--- src/rtl/ert_pkg.sv ---
package ert_pkg;

  // field widths
  localparam int EPOCH_W      = 64;
  localparam int FUNC_W       = 2;
  localparam int CPU_W        = 4;
  localparam int CORE_CNT_W   = 5;
  localparam int THRESH_W     = 8;
  localparam int CFG_DATA_W   = 8;
  localparam int CFG_ADDR_W   = 1;
  // wide enough for core_count and for any processor count up to 64
  localparam int CNT_CMP_W    = 7;

  // defaults
  localparam int MAX_CPUS_DEFAULT = 16;
  localparam logic [CORE_CNT_W-1:0] CORE_CNT_RESET = 5'd16;
  localparam logic [THRESH_W-1:0]   THRESH_RESET   = 8'd2;

  // configuration register indexes
  localparam logic [CFG_ADDR_W-1:0] CFG_CORE_COUNT      = 1'b0;
  localparam logic [CFG_ADDR_W-1:0] CFG_EPOCH_THRESHOLD = 1'b1;

  typedef enum logic [FUNC_W-1:0] {
    FUNC_ENTER   = 2'd0,
    FUNC_EXIT    = 2'd1,
    FUNC_ADVANCE = 2'd2,
    FUNC_QUERY   = 2'd3
  } func_t;

  typedef enum logic [1:0] {
    ST_IDLE = 2'd0,
    ST_EXEC = 2'd1,
    ST_SCAN = 2'd2
  } state_t;

  // control from the sequencer to the epoch store
  typedef struct packed {
    logic epoch_wr;
    logic flag_wr;
    logic flag_val;
    logic rd_en;
  } store_ctl_t;

endpackage

--- src/rtl/ert_sub_unit.sv ---
module ert_sub_unit (
  input  logic [ert_pkg::EPOCH_W-1:0] op_a,
  input  logic [ert_pkg::EPOCH_W-1:0] op_b,
  output logic [ert_pkg::EPOCH_W-1:0] diff,
  output logic                        borrow
);

  logic [ert_pkg::EPOCH_W:0] full;

  // shared subtractor: a - b with borrow out
  assign full   = {1'b0, op_a} - {1'b0, op_b};
  assign diff   = full[ert_pkg::EPOCH_W-1:0];
  assign borrow = full[ert_pkg::EPOCH_W];

endmodule

--- src/rtl/ert_epoch_store.sv ---
module ert_epoch_store #(
  parameter int MAX_CPUS = ert_pkg::MAX_CPUS_DEFAULT,
  parameter int AW       = (MAX_CPUS > 1) ? $clog2(MAX_CPUS) : 1
) (
  input  logic                        clk,
  input  logic                        rst_n,
  input  ert_pkg::store_ctl_t         ctl,
  input  logic [AW-1:0]               wr_addr,
  input  logic [ert_pkg::EPOCH_W-1:0] wr_data,
  input  logic [AW-1:0]               rd_addr,
  output logic [ert_pkg::EPOCH_W-1:0] rd_epoch,
  output logic                        rd_active
);

  logic [ert_pkg::EPOCH_W-1:0] epoch_mem_r [MAX_CPUS];
  logic [MAX_CPUS-1:0]         active_r;
  logic [ert_pkg::EPOCH_W-1:0] rd_epoch_r;
  logic                        rd_active_r;

  // local epoch memory, registered read
  always_ff @(posedge clk) begin
    if (ctl.epoch_wr) begin
      epoch_mem_r[wr_addr] <= wr_data;
    end
    if (ctl.rd_en) begin
      rd_epoch_r  <= epoch_mem_r[rd_addr];
      rd_active_r <= active_r[rd_addr];
    end
  end

  // in-critical flags, cleared at reset
  always_ff @(posedge clk) begin
    if (!rst_n) begin
      active_r <= '0;
    end else if (ctl.flag_wr) begin
      active_r[wr_addr] <= ctl.flag_val;
    end
  end

  assign rd_epoch  = rd_epoch_r;
  assign rd_active = rd_active_r;

endmodule

--- src/rtl/epoch_reclaim_tracker.sv ---
// channel   | ports                                             | handshake
// ----------+---------------------------------------------------+----------------------
// input     | in_func, in_cpu_index, in_death_epoch             | start && !busy
// result    | out_safe_to_reclaim, out_epoch_value, out_rejected| out_valid, one cycle
// config    | cfg_addr, cfg_wdata                               | cfg_we
//
// enter, exit, advance: the beat is registered, handled in EXEC, then the result strobe
// is registered. query: likewise if the age check fails or the processor count is zero,
// else a scan of up to min(processor count, MAX_CPUS) entries, one memory read per scan
// cycle while entries remain. busy is high from the cycle after the accepted beat; the
// strobe cycle takes a new beat. synchronous reset clears the epoch counter and flags and
// resets the config registers to defaults. results cannot be stalled by the receiver
module epoch_reclaim_tracker #(
  parameter int MAX_CPUS = ert_pkg::MAX_CPUS_DEFAULT
) (
  input  logic                           clk,
  input  logic                           rst_n,
  input  logic                           start,
  output logic                           busy,
  input  logic [ert_pkg::FUNC_W-1:0]     in_func,
  input  logic [ert_pkg::CPU_W-1:0]      in_cpu_index,
  input  logic [ert_pkg::EPOCH_W-1:0]    in_death_epoch,
  output logic                           out_valid,
  output logic                           out_safe_to_reclaim,
  output logic [ert_pkg::EPOCH_W-1:0]    out_epoch_value,
  output logic                           out_rejected,
  input  logic                           cfg_we,
  input  logic [ert_pkg::CFG_ADDR_W-1:0] cfg_addr,
  input  logic [ert_pkg::CFG_DATA_W-1:0] cfg_wdata
);

  localparam int AW = (MAX_CPUS > 1) ? $clog2(MAX_CPUS) : 1;
  localparam int CW = $clog2(MAX_CPUS + 1);

  ert_pkg::state_t                 state_r, state_nxt;
  ert_pkg::func_t                  func_r, func_nxt;
  logic [ert_pkg::CPU_W-1:0]       cpu_r, cpu_nxt;
  logic [ert_pkg::EPOCH_W-1:0]     death_r, death_nxt;
  logic [ert_pkg::EPOCH_W-1:0]     global_r, global_nxt;
  logic [CW-1:0]                   issue_r, issue_nxt;
  logic                            pend_r, pend_nxt;
  logic [ert_pkg::CORE_CNT_W-1:0]  ncores_r;
  logic [ert_pkg::THRESH_W-1:0]    thresh_r;

  logic                            out_valid_r, out_valid_nxt;
  logic                            out_safe_r, out_safe_nxt;
  logic [ert_pkg::EPOCH_W-1:0]     out_epoch_r, out_epoch_nxt;
  logic                            out_rej_r, out_rej_nxt;

  logic [ert_pkg::EPOCH_W-1:0]     sub_a, sub_b, sub_diff;
  logic                            sub_borrow;
  ert_pkg::store_ctl_t             st_ctl;
  logic [ert_pkg::EPOCH_W-1:0]     rd_epoch;
  logic                            rd_active;

  logic [ert_pkg::CNT_CMP_W-1:0]   core_ext, eff_cmp;
  logic [CW-1:0]                   eff_count;
  logic                            cpu_bad;
  logic                            age_ok;
  logic                            issuing;

  // effective processor count
  assign core_ext  = {2'b00, ncores_r};
  assign eff_cmp   = (core_ext < ert_pkg::CNT_CMP_W'(MAX_CPUS)) ?
                     core_ext : ert_pkg::CNT_CMP_W'(MAX_CPUS);
  assign eff_count = CW'(eff_cmp);
  assign cpu_bad   = ({3'b000, cpu_r} >= eff_cmp);
  assign issuing   = (issue_r < eff_count);

  // age check on global - death
  assign age_ok = (|sub_diff[ert_pkg::EPOCH_W-1:ert_pkg::THRESH_W]) ||
                  (sub_diff[ert_pkg::THRESH_W-1:0] >= thresh_r);

  ert_sub_unit u_sub (
    .op_a   (sub_a),
    .op_b   (sub_b),
    .diff   (sub_diff),
    .borrow (sub_borrow)
  );

  ert_epoch_store #(
    .MAX_CPUS (MAX_CPUS),
    .AW       (AW)
  ) u_store (
    .clk       (clk),
    .rst_n     (rst_n),
    .ctl       (st_ctl),
    .wr_addr   (AW'(cpu_r)),
    .wr_data   (global_r),
    .rd_addr   (issue_r[AW-1:0]),
    .rd_epoch  (rd_epoch),
    .rd_active (rd_active)
  );

  // config registers
  always_ff @(posedge clk) begin
    if (!rst_n) begin
      ncores_r <= ert_pkg::CORE_CNT_RESET;
      thresh_r <= ert_pkg::THRESH_RESET;
    end else if (cfg_we) begin
      case (cfg_addr)
        ert_pkg::CFG_CORE_COUNT:      ncores_r <= cfg_wdata[ert_pkg::CORE_CNT_W-1:0];
        ert_pkg::CFG_EPOCH_THRESHOLD: thresh_r <= cfg_wdata[ert_pkg::THRESH_W-1:0];
        default: ;
      endcase
    end
  end

  // control state
  always_ff @(posedge clk) begin
    if (!rst_n) begin
      state_r     <= ert_pkg::ST_IDLE;
      global_r    <= '0;
      pend_r      <= 1'b0;
      out_valid_r <= 1'b0;
    end else begin
      state_r     <= state_nxt;
      global_r    <= global_nxt;
      pend_r      <= pend_nxt;
      out_valid_r <= out_valid_nxt;
    end
  end

  // item and result payload
  always_ff @(posedge clk) begin
    func_r      <= func_nxt;
    cpu_r       <= cpu_nxt;
    death_r     <= death_nxt;
    issue_r     <= issue_nxt;
    out_safe_r  <= out_safe_nxt;
    out_epoch_r <= out_epoch_nxt;
    out_rej_r   <= out_rej_nxt;
  end

  // sequencer
  always_comb begin
    state_nxt     = state_r;
    func_nxt      = func_r;
    cpu_nxt       = cpu_r;
    death_nxt     = death_r;
    global_nxt    = global_r;
    issue_nxt     = issue_r;
    pend_nxt      = 1'b0;
    out_valid_nxt = 1'b0;
    out_safe_nxt  = out_safe_r;
    out_epoch_nxt = out_epoch_r;
    out_rej_nxt   = out_rej_r;
    st_ctl        = '0;
    sub_a         = global_r;
    sub_b         = death_r;
    case (state_r)
      ert_pkg::ST_IDLE: begin
        if (start) begin
          func_nxt  = ert_pkg::func_t'(in_func);
          cpu_nxt   = in_cpu_index;
          death_nxt = in_death_epoch;
          state_nxt = ert_pkg::ST_EXEC;
        end
      end
      ert_pkg::ST_EXEC: begin
        out_safe_nxt  = 1'b0;
        out_rej_nxt   = 1'b0;
        out_epoch_nxt = global_r;
        case (func_r)
          ert_pkg::FUNC_ENTER, ert_pkg::FUNC_EXIT: begin
            if (cpu_bad) begin
              out_rej_nxt = 1'b1;
            end else begin
              st_ctl.flag_wr  = 1'b1;
              st_ctl.flag_val = (func_r == ert_pkg::FUNC_ENTER);
              st_ctl.epoch_wr = (func_r == ert_pkg::FUNC_ENTER);
            end
            out_valid_nxt = 1'b1;
            state_nxt     = ert_pkg::ST_IDLE;
          end
          ert_pkg::FUNC_ADVANCE: begin
            // global - all ones is global + 1 modulo 2^64
            sub_b         = '1;
            global_nxt    = sub_diff;
            out_epoch_nxt = sub_diff;
            out_valid_nxt = 1'b1;
            state_nxt     = ert_pkg::ST_IDLE;
          end
          ert_pkg::FUNC_QUERY: begin
            if (!age_ok) begin
              out_valid_nxt = 1'b1;
              state_nxt     = ert_pkg::ST_IDLE;
            end else if (eff_count == '0) begin
              out_safe_nxt  = 1'b1;
              out_valid_nxt = 1'b1;
              state_nxt     = ert_pkg::ST_IDLE;
            end else begin
              issue_nxt = '0;
              state_nxt = ert_pkg::ST_SCAN;
            end
          end
          default: begin
            out_valid_nxt = 1'b1;
            state_nxt     = ert_pkg::ST_IDLE;
          end
        endcase
      end
      ert_pkg::ST_SCAN: begin
        // read one entry per cycle while entries remain, check the previous read: local <= death
        sub_a = death_r;
        sub_b = rd_epoch;
        if (issuing) begin
          st_ctl.rd_en = 1'b1;
          issue_nxt    = issue_r + CW'(1);
          pend_nxt     = 1'b1;
        end
        if (pend_r && rd_active && !sub_borrow) begin
          out_safe_nxt  = 1'b0;
          out_valid_nxt = 1'b1;
          state_nxt     = ert_pkg::ST_IDLE;
        end else if (!issuing) begin
          out_safe_nxt  = 1'b1;
          out_valid_nxt = 1'b1;
          state_nxt     = ert_pkg::ST_IDLE;
        end
      end
      default: begin
        state_nxt = ert_pkg::ST_IDLE;
      end
    endcase
  end

  assign busy                = (state_r != ert_pkg::ST_IDLE);
  assign out_valid           = out_valid_r;
  assign out_safe_to_reclaim = out_safe_r;
  assign out_epoch_value     = out_epoch_r;
  assign out_rejected        = out_rej_r;

  // an accepted beat makes the block busy
  a_accept_busy: assert property (@(posedge clk) disable iff (!rst_n)
    (start && !busy) |=> busy)
    else $error("accepted beat did not raise busy");

  // one strobe per item, never two in a row
  a_single_strobe: assert property (@(posedge clk) disable iff (!rst_n)
    out_valid_r |=> !out_valid_r)
    else $error("result strobe longer than one cycle");

  // rejected only for enter or exit
  a_rej_func: assert property (@(posedge clk) disable iff (!rst_n)
    (out_valid_r && out_rej_r) |->
      (func_r == ert_pkg::FUNC_ENTER || func_r == ert_pkg::FUNC_EXIT))
    else $error("rejected flagged for advance or query");

  // safe only for a query
  a_safe_func: assert property (@(posedge clk) disable iff (!rst_n)
    (out_valid_r && out_safe_r) |-> (func_r == ert_pkg::FUNC_QUERY))
    else $error("safe flagged for a non-query item");

  // advance reports the incremented epoch
  a_advance_inc: assert property (@(posedge clk) disable iff (!rst_n)
    (out_valid_r && func_r == ert_pkg::FUNC_ADVANCE) |->
      (out_epoch_r == $past(global_r) + 64'd1))
    else $error("advance result is not the incremented epoch");

endmodule
--- config.mk ---
export PLATFORM = sky130hd
export DESIGN_NAME = epoch_reclaim_tracker
export DESIGN_NICKNAME = d
export VERILOG_FILES = /design/src/rtl/ert_pkg.sv /design/src/rtl/ert_sub_unit.sv /design/src/rtl/ert_epoch_store.sv /design/src/rtl/epoch_reclaim_tracker.sv
export SDC_FILE = /design/constraint.sdc
export NUM_CORES = 2
export LEC_CHECK = 0
export BUFFER_PORTS_ARGS = -buffer_cell sky130_fd_sc_hd__clkbuf_2
export CAP_MARGIN = 20
export CORE_MARGIN = 2
export CORE_UTILIZATION = 55
export CTS_CLUSTER_SIZE = 20
export DETAILED_ROUTE_END_ITERATION = 10
export PLACE_DENSITY = 0.71
export SLEW_MARGIN = 20
export SYNTH_ARGS = -nofsm -noshare
export SYNTH_HDL_FRONTEND = slang
export SYNTH_SLANG_ARGS = --single-unit
--- constraint.sdc ---
create_clock -name clk -period 20.1 [get_ports clk]
set_clock_uncertainty 0.15 [all_clocks]
set_input_delay 1.005 -clock clk [delete_from_list [all_inputs] [get_ports clk]]
set_output_delay 1.005 -clock clk [all_outputs]
set_load 0.02 [all_outputs]
### Word-level counts from Yosys, hierarchy flattened

Memory sizes are Yosys's and may differ from the RTL's. A register that Yosys moved wholly into a read port is not among the register bits.
Cells that the tools add are included.

| operators by class | value |
|---|---|
| div/mod/pow operators | 0 |
| reduce and logical (&&, ||, !) cells | 19 |
| add/sub/neg operators | 2 |
| bitwise gates (word level) | 1 |
| shift operators | 0 |
| multiply operators | 0 |
| equality and inequality tests | 11 |
| muxes and demuxes | 41 |
| magnitude comparators | 7 |

Operators by type and width:

| kind | count |
|---|---|
| 64-bit 2-to-1 mux | 3 |
| 64-bit case mux with 2 select lines | 1 |
| 64-bit by 64-bit subtractor with 65-bit output | 1 |
| 56-bit OR reduction | 1 |
| 5-bit 2-to-1 mux | 5 |
| 16-bit bitwise mux | 1 |
| 1-bit 2-to-1 mux | 15 |
| 4-bit by 5-bit < comparator with 1-bit output, second input constant | 2 |
| 2-bit 2-to-1 mux | 5 |
| 5-bit case mux with 2 select lines | 1 |
| 2-bit AND reduction | 5 |
| 3-bit 2-to-1 mux | 3 |
| 8-bit >= comparator | 1 |
| 2-bit inequality test, second input constant | 4 |
| 2-bit == test, second input constant | 3 |
| 1-bit case mux with 2 select lines | 3 |
| 2-bit case mux with 3 select lines | 1 |
| 5-bit by 1-bit adder with 5-bit output, second input constant | 1 |
| 4-bit by 5-bit >= comparator with 1-bit output | 1 |
| 5-bit logical NOT | 1 |
| 5-bit < comparator | 1 |
| 5-bit < comparator, second input constant | 1 |
| 5-bit AND reduction | 1 |
| 1-bit binary-select mux with 4-bit select | 1 |
| 14 further kinds | 19 |

| storage, ports and cells | value |
|---|---|
| memories kept | 1 |
| RAM bits | 1024 |
| input port bits | 83 |
| flip-flop bits (word level) | 239 |
| ROM bits | 0 |
| word-level logic and storage cells | 97 |
| latch bits | 0 |
| output and inout port bits | 68 |

Memories:

| memory | depth | width | rd ports | clocked after memory_dff | wr ports | line | text |
|---|---|---|---|---|---|---|---|
| u_store.epoch_mem_r | 16 | 64 | 1 | 1 | 1 | ert_epoch_store.sv:15 | `logic [ert_pkg::EPOCH_W-1:0] epoch_mem_r [MAX_CPUS];` |

### Depth between registers and ports, before layout

| logic depth | value |
|---|---|
| word-level depth | 9 |
| depth in mapped cells | 25 |
| depth with buffers taken out | 23 |

### Modules after synthesis

From an unflattened synthesis, not the netlist that was laid out.

| unflattened totals | value |
|---|---|
| cells, all modules | 3395 |
| area total of the unflattened synthesis | 55902.4 um^2 |

By module, submodules not included:

| module | area each (um^2) | sequential area each (um^2) | cells each | times used |
|---|---|---|---|---|
| ert_epoch_store | 41123.2 | 33021.7 | 1749 | 1 |
| epoch_reclaim_tracker | 10750.3 | 5855.6 | 1029 | 1 |
| ert_sub_unit | 4028.9 | 0.0 | 617 | 1 |

### Worst setup path after synthesis

Ideal clock, no wire load.

| timing | value |
|---|---|
| path type | flip-flop to flip-flop |
| from | register state_r[1] |
| to | memory u_store.epoch_mem_r[3][0] (netlist bit), enable pin |
| arrival time | 8.979 ns |
| data required time | 19.306 ns |
| library setup time | 0.644 ns |
| cell stages (with the launch flop) | 6 |
| slack | 10.327 ns |
| clock period less this slack | 9.773 ns |
| buffers on the path | 0 |
| cells stage by stage | dfxtp_1 inv_1 ha_1 nor3b_1 nand3_1 nor4_1 |

| between the ends | value |
|---|---|
| longest elaborated chain between the ends | 4 |

RTL lines:

| item | line | text |
|---|---|---|
| start: declaration | epoch_reclaim_tracker.sv:35 | `ert_pkg::state_t state_r, state_nxt;` |
| start signal: assignment | epoch_reclaim_tracker.sv:112 | `state_r <= ert_pkg::ST_IDLE;` |
| start signal: assignment | epoch_reclaim_tracker.sv:117 | `state_r <= state_nxt;` |
| 2-bit by 1-bit == test with 1-bit output | epoch_reclaim_tracker.sv:151 | `case (state_r)` |
| 3-bit 2-to-1 mux | epoch_reclaim_tracker.sv:151 |  |
| 1-bit 2-to-1 mux | ert_epoch_store.sv:22 | `if (ctl.epoch_wr) begin` |
| 1-bit 2-to-1 mux (not written as such) | ert_epoch_store.sv:23 | `epoch_mem_r[wr_addr] <= wr_data;` |
| end: declaration | ert_epoch_store.sv:15 |  |

Every way passes these cells.

### Worst setup path after layout

| timing | value |
|---|---|
| from | register state_r[0] |
| to | register issue_r[4], enable pin |

| between the ends | value |
|---|---|
| longest elaborated chain between the ends | 7 |
| elaborated cells on any way between the ends | 14 |
| classes of those cells | add/sub: 1; order compare: 1; eq/ne: 6; mux: 2; reduce/logical: 4 |

RTL lines:

| item | line | text |
|---|---|---|
| 2-bit == test / 2-bit by 1-bit == test with 1-bit output (equally long branches) | epoch_reclaim_tracker.sv:151 |  |
| 64-bit case mux with 2 select lines / 64-bit 2-to-1 mux (equally long branches) | epoch_reclaim_tracker.sv:151 |  |
| 64-bit by 64-bit subtractor with 65-bit output | ert_sub_unit.sv:11 | `assign full = {1'b0, op_a} - {1'b0, op_b};` |
| 8-bit >= comparator / 56-bit OR reduction (equally long branches) | epoch_reclaim_tracker.sv:72, epoch_reclaim_tracker.sv:71 |  |
| 1-bit logical OR | epoch_reclaim_tracker.sv:71 | `assign age_ok = (\|sub_diff[ert_pkg::EPOCH_W-1:ert_pkg::THRESH_W]) \|\|` |
| 2-bit inequality test (no line) | n/a |  |
| 5-bit AND reduction (no line) (*) | n/a |  |
| end signal: assignment | epoch_reclaim_tracker.sv:129 | `issue_r <= issue_nxt;` |
| end: declaration | epoch_reclaim_tracker.sv:40 | `logic [CW-1:0] issue_r, issue_nxt;` |

Mark *: on every way between the ends. The rest lies on a longest branch, timed or not.
A chain may end at the register's enable or synchronous reset.

==> impl_metrics.env <==
export IMPL_synthSimpleGateAreaFrac_pct=6.087
export IMPL_reg2reg_from="state_r[0]$_SDFFE_PN0P_"
export IMPL_reg2reg_depth=22
export IMPL_die_area_um2=106700
export IMPL_holdPathEnd="death_r[45]$_DFFE_PP_"
export IMPL_crit_fanout=73
export IMPL_yosys_most_used_dff="edfxtp_1"
export IMPL_num_rows=118
export IMPL_yosysSeqAreaShare_pct=67.89
export IMPL_initial_utilization_pct=55.41
export IMPL_critPathLaunchType="flip-flop"
export IMPL_ios=151
export IMPL_synth_area_per_cell_um2=14.82
export IMPL_io_buffer_count=150
export IMPL_hp_class="in -> reg"
export IMPL_synth_area_um2=57270
export IMPL_final_cell_mix="1230 x edfxtp_1, 436 x nand2_1, 344 x o21ai_0, 245 x mux2i_1, 166 x a21oi_1"
export IMPL_synth_compound_area_share_pct=9.797
export IMPL_setup_violations=0
export IMPL_ys_ff_latch=1327
export IMPL_core_um2=103300
export IMPL_grt_util_all_layers_pct=28.86
export IMPL_num_nets_final=4156
export IMPL_cts_buffers=133
export IMPL_crit_required_ns=20.43
export IMPL_dpl_instance_area_um2=59470
export IMPL_status="finished, final reports clean"
export IMPL_wl_met2_um=72490
export IMPL_gp_congestion=0.9900
export IMPL_p_leak_nw=22.13
export IMPL_synth_adder_area_share_pct=1.870
export IMPL_r2r_slack_ns=13.15
export IMPL_antenna_found_initial=3
export IMPL_cts_resized=0
export IMPL_relSlewSlack_pct=24.45
export IMPL_min_period_ns=6.948
export IMPL_fin_crit_sh_pct=34.57
export IMPL_cts_htree_levels=4
export IMPL_area_growth_pct=11.42
export IMPL_syn_nets=4032
export IMPL_slew_viol_final=0
export IMPL_finalHoldViolCount=0
export IMPL_cp_end_kind="flip-flop"
export IMPL_synth_mux_area_share_pct=11.95
export IMPL_fp_dieH_um=326.7
export IMPL_die_w_um=326.7
export IMPL_dpl_cell_count=5232
export IMPL_drive_gt1_share_pct=18.38
export IMPL_stdcell_count=5477
export IMPL_clockBufferDepth=3
export IMPL_root_buffer="clkbuf_16"
export IMPL_wl_met3_um=14110
export IMPL_layout_commonest_cell="edfxtp_1"
export IMPL_rr_endpoint="issue_r[4]$_SDFFCE_PN0P_"
export IMPL_rsz0062_at_grt="false"
export IMPL_fin_tns_setup_ns=0
export IMPL_hpwl_um=91430
export IMPL_min_path_cells=1
export IMPL_yosys_warnings=0
export IMPL_globalRouteOverflowTotal=0
export IMPL_wl_per_cell_um=28.27
export IMPL_hold_buffers=0
export IMPL_grt_pass1_wl_um=225300
export IMPL_synthXorXnorAreaFrac_pct=0.6401
export IMPL_insertion_delay_ns=0.77
export IMPL_hp_start="in_death_epoch[45]"
export IMPL_wl_met1_um=62860
export IMPL_synth_top_family_by_area="multiplexers"
export IMPL_vias_per_cell=6.458
export IMPL_vias=35370
export IMPL_synth_edf_count=1230
export IMPL_maxCapViolCount=0
export IMPL_fmax_ghz=0.1439
export IMPL_cts_sinks=1327
export IMPL_ys_types=101
export IMPL_drc=0
export IMPL_ir_drop_uv=77.30
export IMPL_dr_max_layer_used="met5"
export IMPL_grt_pass1_vias=34060
export IMPL_postCtsSetupBuffers=0
export IMPL_routed_wl_um=154900
export IMPL_power_w=0.006361
export IMPL_design_area_um2=63810
export IMPL_clkTransAtPathRegs_ns=0.06
export IMPL_drt_iter0_drc=4759
export IMPL_drtAntennaViolNets=0
export IMPL_critPathKind="reg -> reg"
export IMPL_worst_pin_slew_ns=1.133
export IMPL_crit_arrival_ns=7.28
export IMPL_grt_max_degree=133
export IMPL_async_flop_share_pct=0
export IMPL_syn_inst=3864
export IMPL_cts_tree="built"
export IMPL_firstDrtPassIters=6
export IMPL_pwr_density_cell_nw_per_um2=99.68
==> Yosys cell counts (67+ instances only) <==
cell      number  area share [%]
mux4_2       130             5.1
nand2_1      437             2.9
dfxtp_1       97             3.4
edfxtp_1    1230              64
clkbuf_1     146            0.96
mux2_2       130             2.6
a221oi_1      69             1.1
mux2i_1      245             4.3
a21oi_1      166             1.5
ha_1          84             1.8
a22oi_1       67            0.88
nor2_1       123            0.81
o21ai_0      345             3.0
==> state kept, by name, indices dropped and copies added, names as in the netlist, 2 cells and up <==
| signal | cells |
|---|---|
| out_epoch_value | 64 |
| u_store.rd_epoch | 64 |
| thresh_r | 8 |
| ncores_r | 5 |
| u_store.epoch_mem_r | 1024 |
| cpu_r | 4 |
| global_r | 64 |
| death_r | 64 |
| u_store.active_r | 16 |
| func_r | 2 |
| issue_r | 5 |
| state_r | 2 |
==> layer usage <==
| metal | global-route usage (%) | vias to the layer above |
|---|---|---|
| li1 | - | 15400 |
| met4 | 9.952 | 2 |
| met1 | 41.06 | 17830 |
| met2 | 45.38 | 1838 |
| met5 | 0 | - |
| met3 | 5.052 | 302 |
==> how the worst max path moves through the flow <==
| stage | from | end | slack, ns | depth (start not counted) |
|---|---|---|---|---|
| 3_3_place_gp | state_r[1]$_SDFFE_PN0P_ | issue_r[0]$_SDFFCE_PN0P_ | 13.17 | 23 |
| 2_1_floorplan | state_r[1]$_SDFFE_PN0P_ | u_store.epoch_mem_r[3][0]$_DFFE_PP_ | 10.33 | 5 |
| 4_1_cts | state_r[0]$_SDFFE_PN0P_ | issue_r[4]$_SDFFCE_PN0P_ | 13.20 | 22 |
| 6_report | state_r[0]$_SDFFE_PN0P_ | issue_r[4]$_SDFFCE_PN0P_ | 13.15 | 22 |
| 3_5_place_dp | state_r[0]$_SDFFE_PN0P_ | issue_r[4]$_SDFFCE_PN0P_ | 13.22 | 22 |
| 5_1_grt | state_r[0]$_SDFFE_PN0P_ | issue_r[4]$_SDFFCE_PN0P_ | 12.83 | 23 |
==> kinds of logic after synthesis <==
logic type | Yosys count
flops | 1327
compound gates | 880
simple gates | 776
mux | 505
buf+inv | 250
fa+ha+maj | 85
xor+xnor | 41
==> report_power, final <==
part / switching, W / total (W) / leakage (nW) / internal (W)
sequential: 0.0000680 / 0.00314 / 12.3 / 0.00308
combinational: 0.000518 / 0.000777 / 7.76 / 0.000259
clock: 0.00107 / 0.00244 / 2.11 / 0.00138
total: 0.00165 / 0.00636 / 22.1 / 0.00471
==> stage by stage <==
stage | util, % | worst slack (ns) | hold slack [ns]
finish | 61.74 | 13.15 | 0.2678
global route | 61.74 | 12.83 | 0.2390
CTS | 61.71 | 13.20 | 0.2341
detailed placement | 57.54 | 13.22 | 0.2996
global placement | 57.54 | 13.17 | 0.2953
floorplan | - | 10.33 | 0.2863
==> worst max-delay path: stages (launching register included) <==
cell and delay, ns:
dfxtp_1 0.33, inv_1 0.14, ha_4 0.73, buf_4 0.72, mux2i_1 0.28, ha_1 0.19
inv_1 0.06, fa_1 0.46, nand3_1 0.18, a32oi_2 0.22, xnor2_1 0.33, inv_1 0.08
ha_1 0.20, a211o_1 0.25, a211oi_1 0.26, o32ai_1 0.17, or4b_1 0.52, nor4_1 0.47
and4_1 0.30, nand4_2 0.13, nor2_4 0.17, o21ai_2 0.08, a21boi_1 0.21
==> area by class of cell <==
cell class              instances  area, µm²
inverters                      35      145.1
clock buffers                 167       3588
fillers                      7618      39540
diodes                          1      2.502
clock inverters                76      720.7
repair buffers                204       1214
well taps                    1380       1727
flip-flops and latches       1327      38880
multi-input cells            2287      17540
Note: power is estimated with default switching activity, not from simulation.
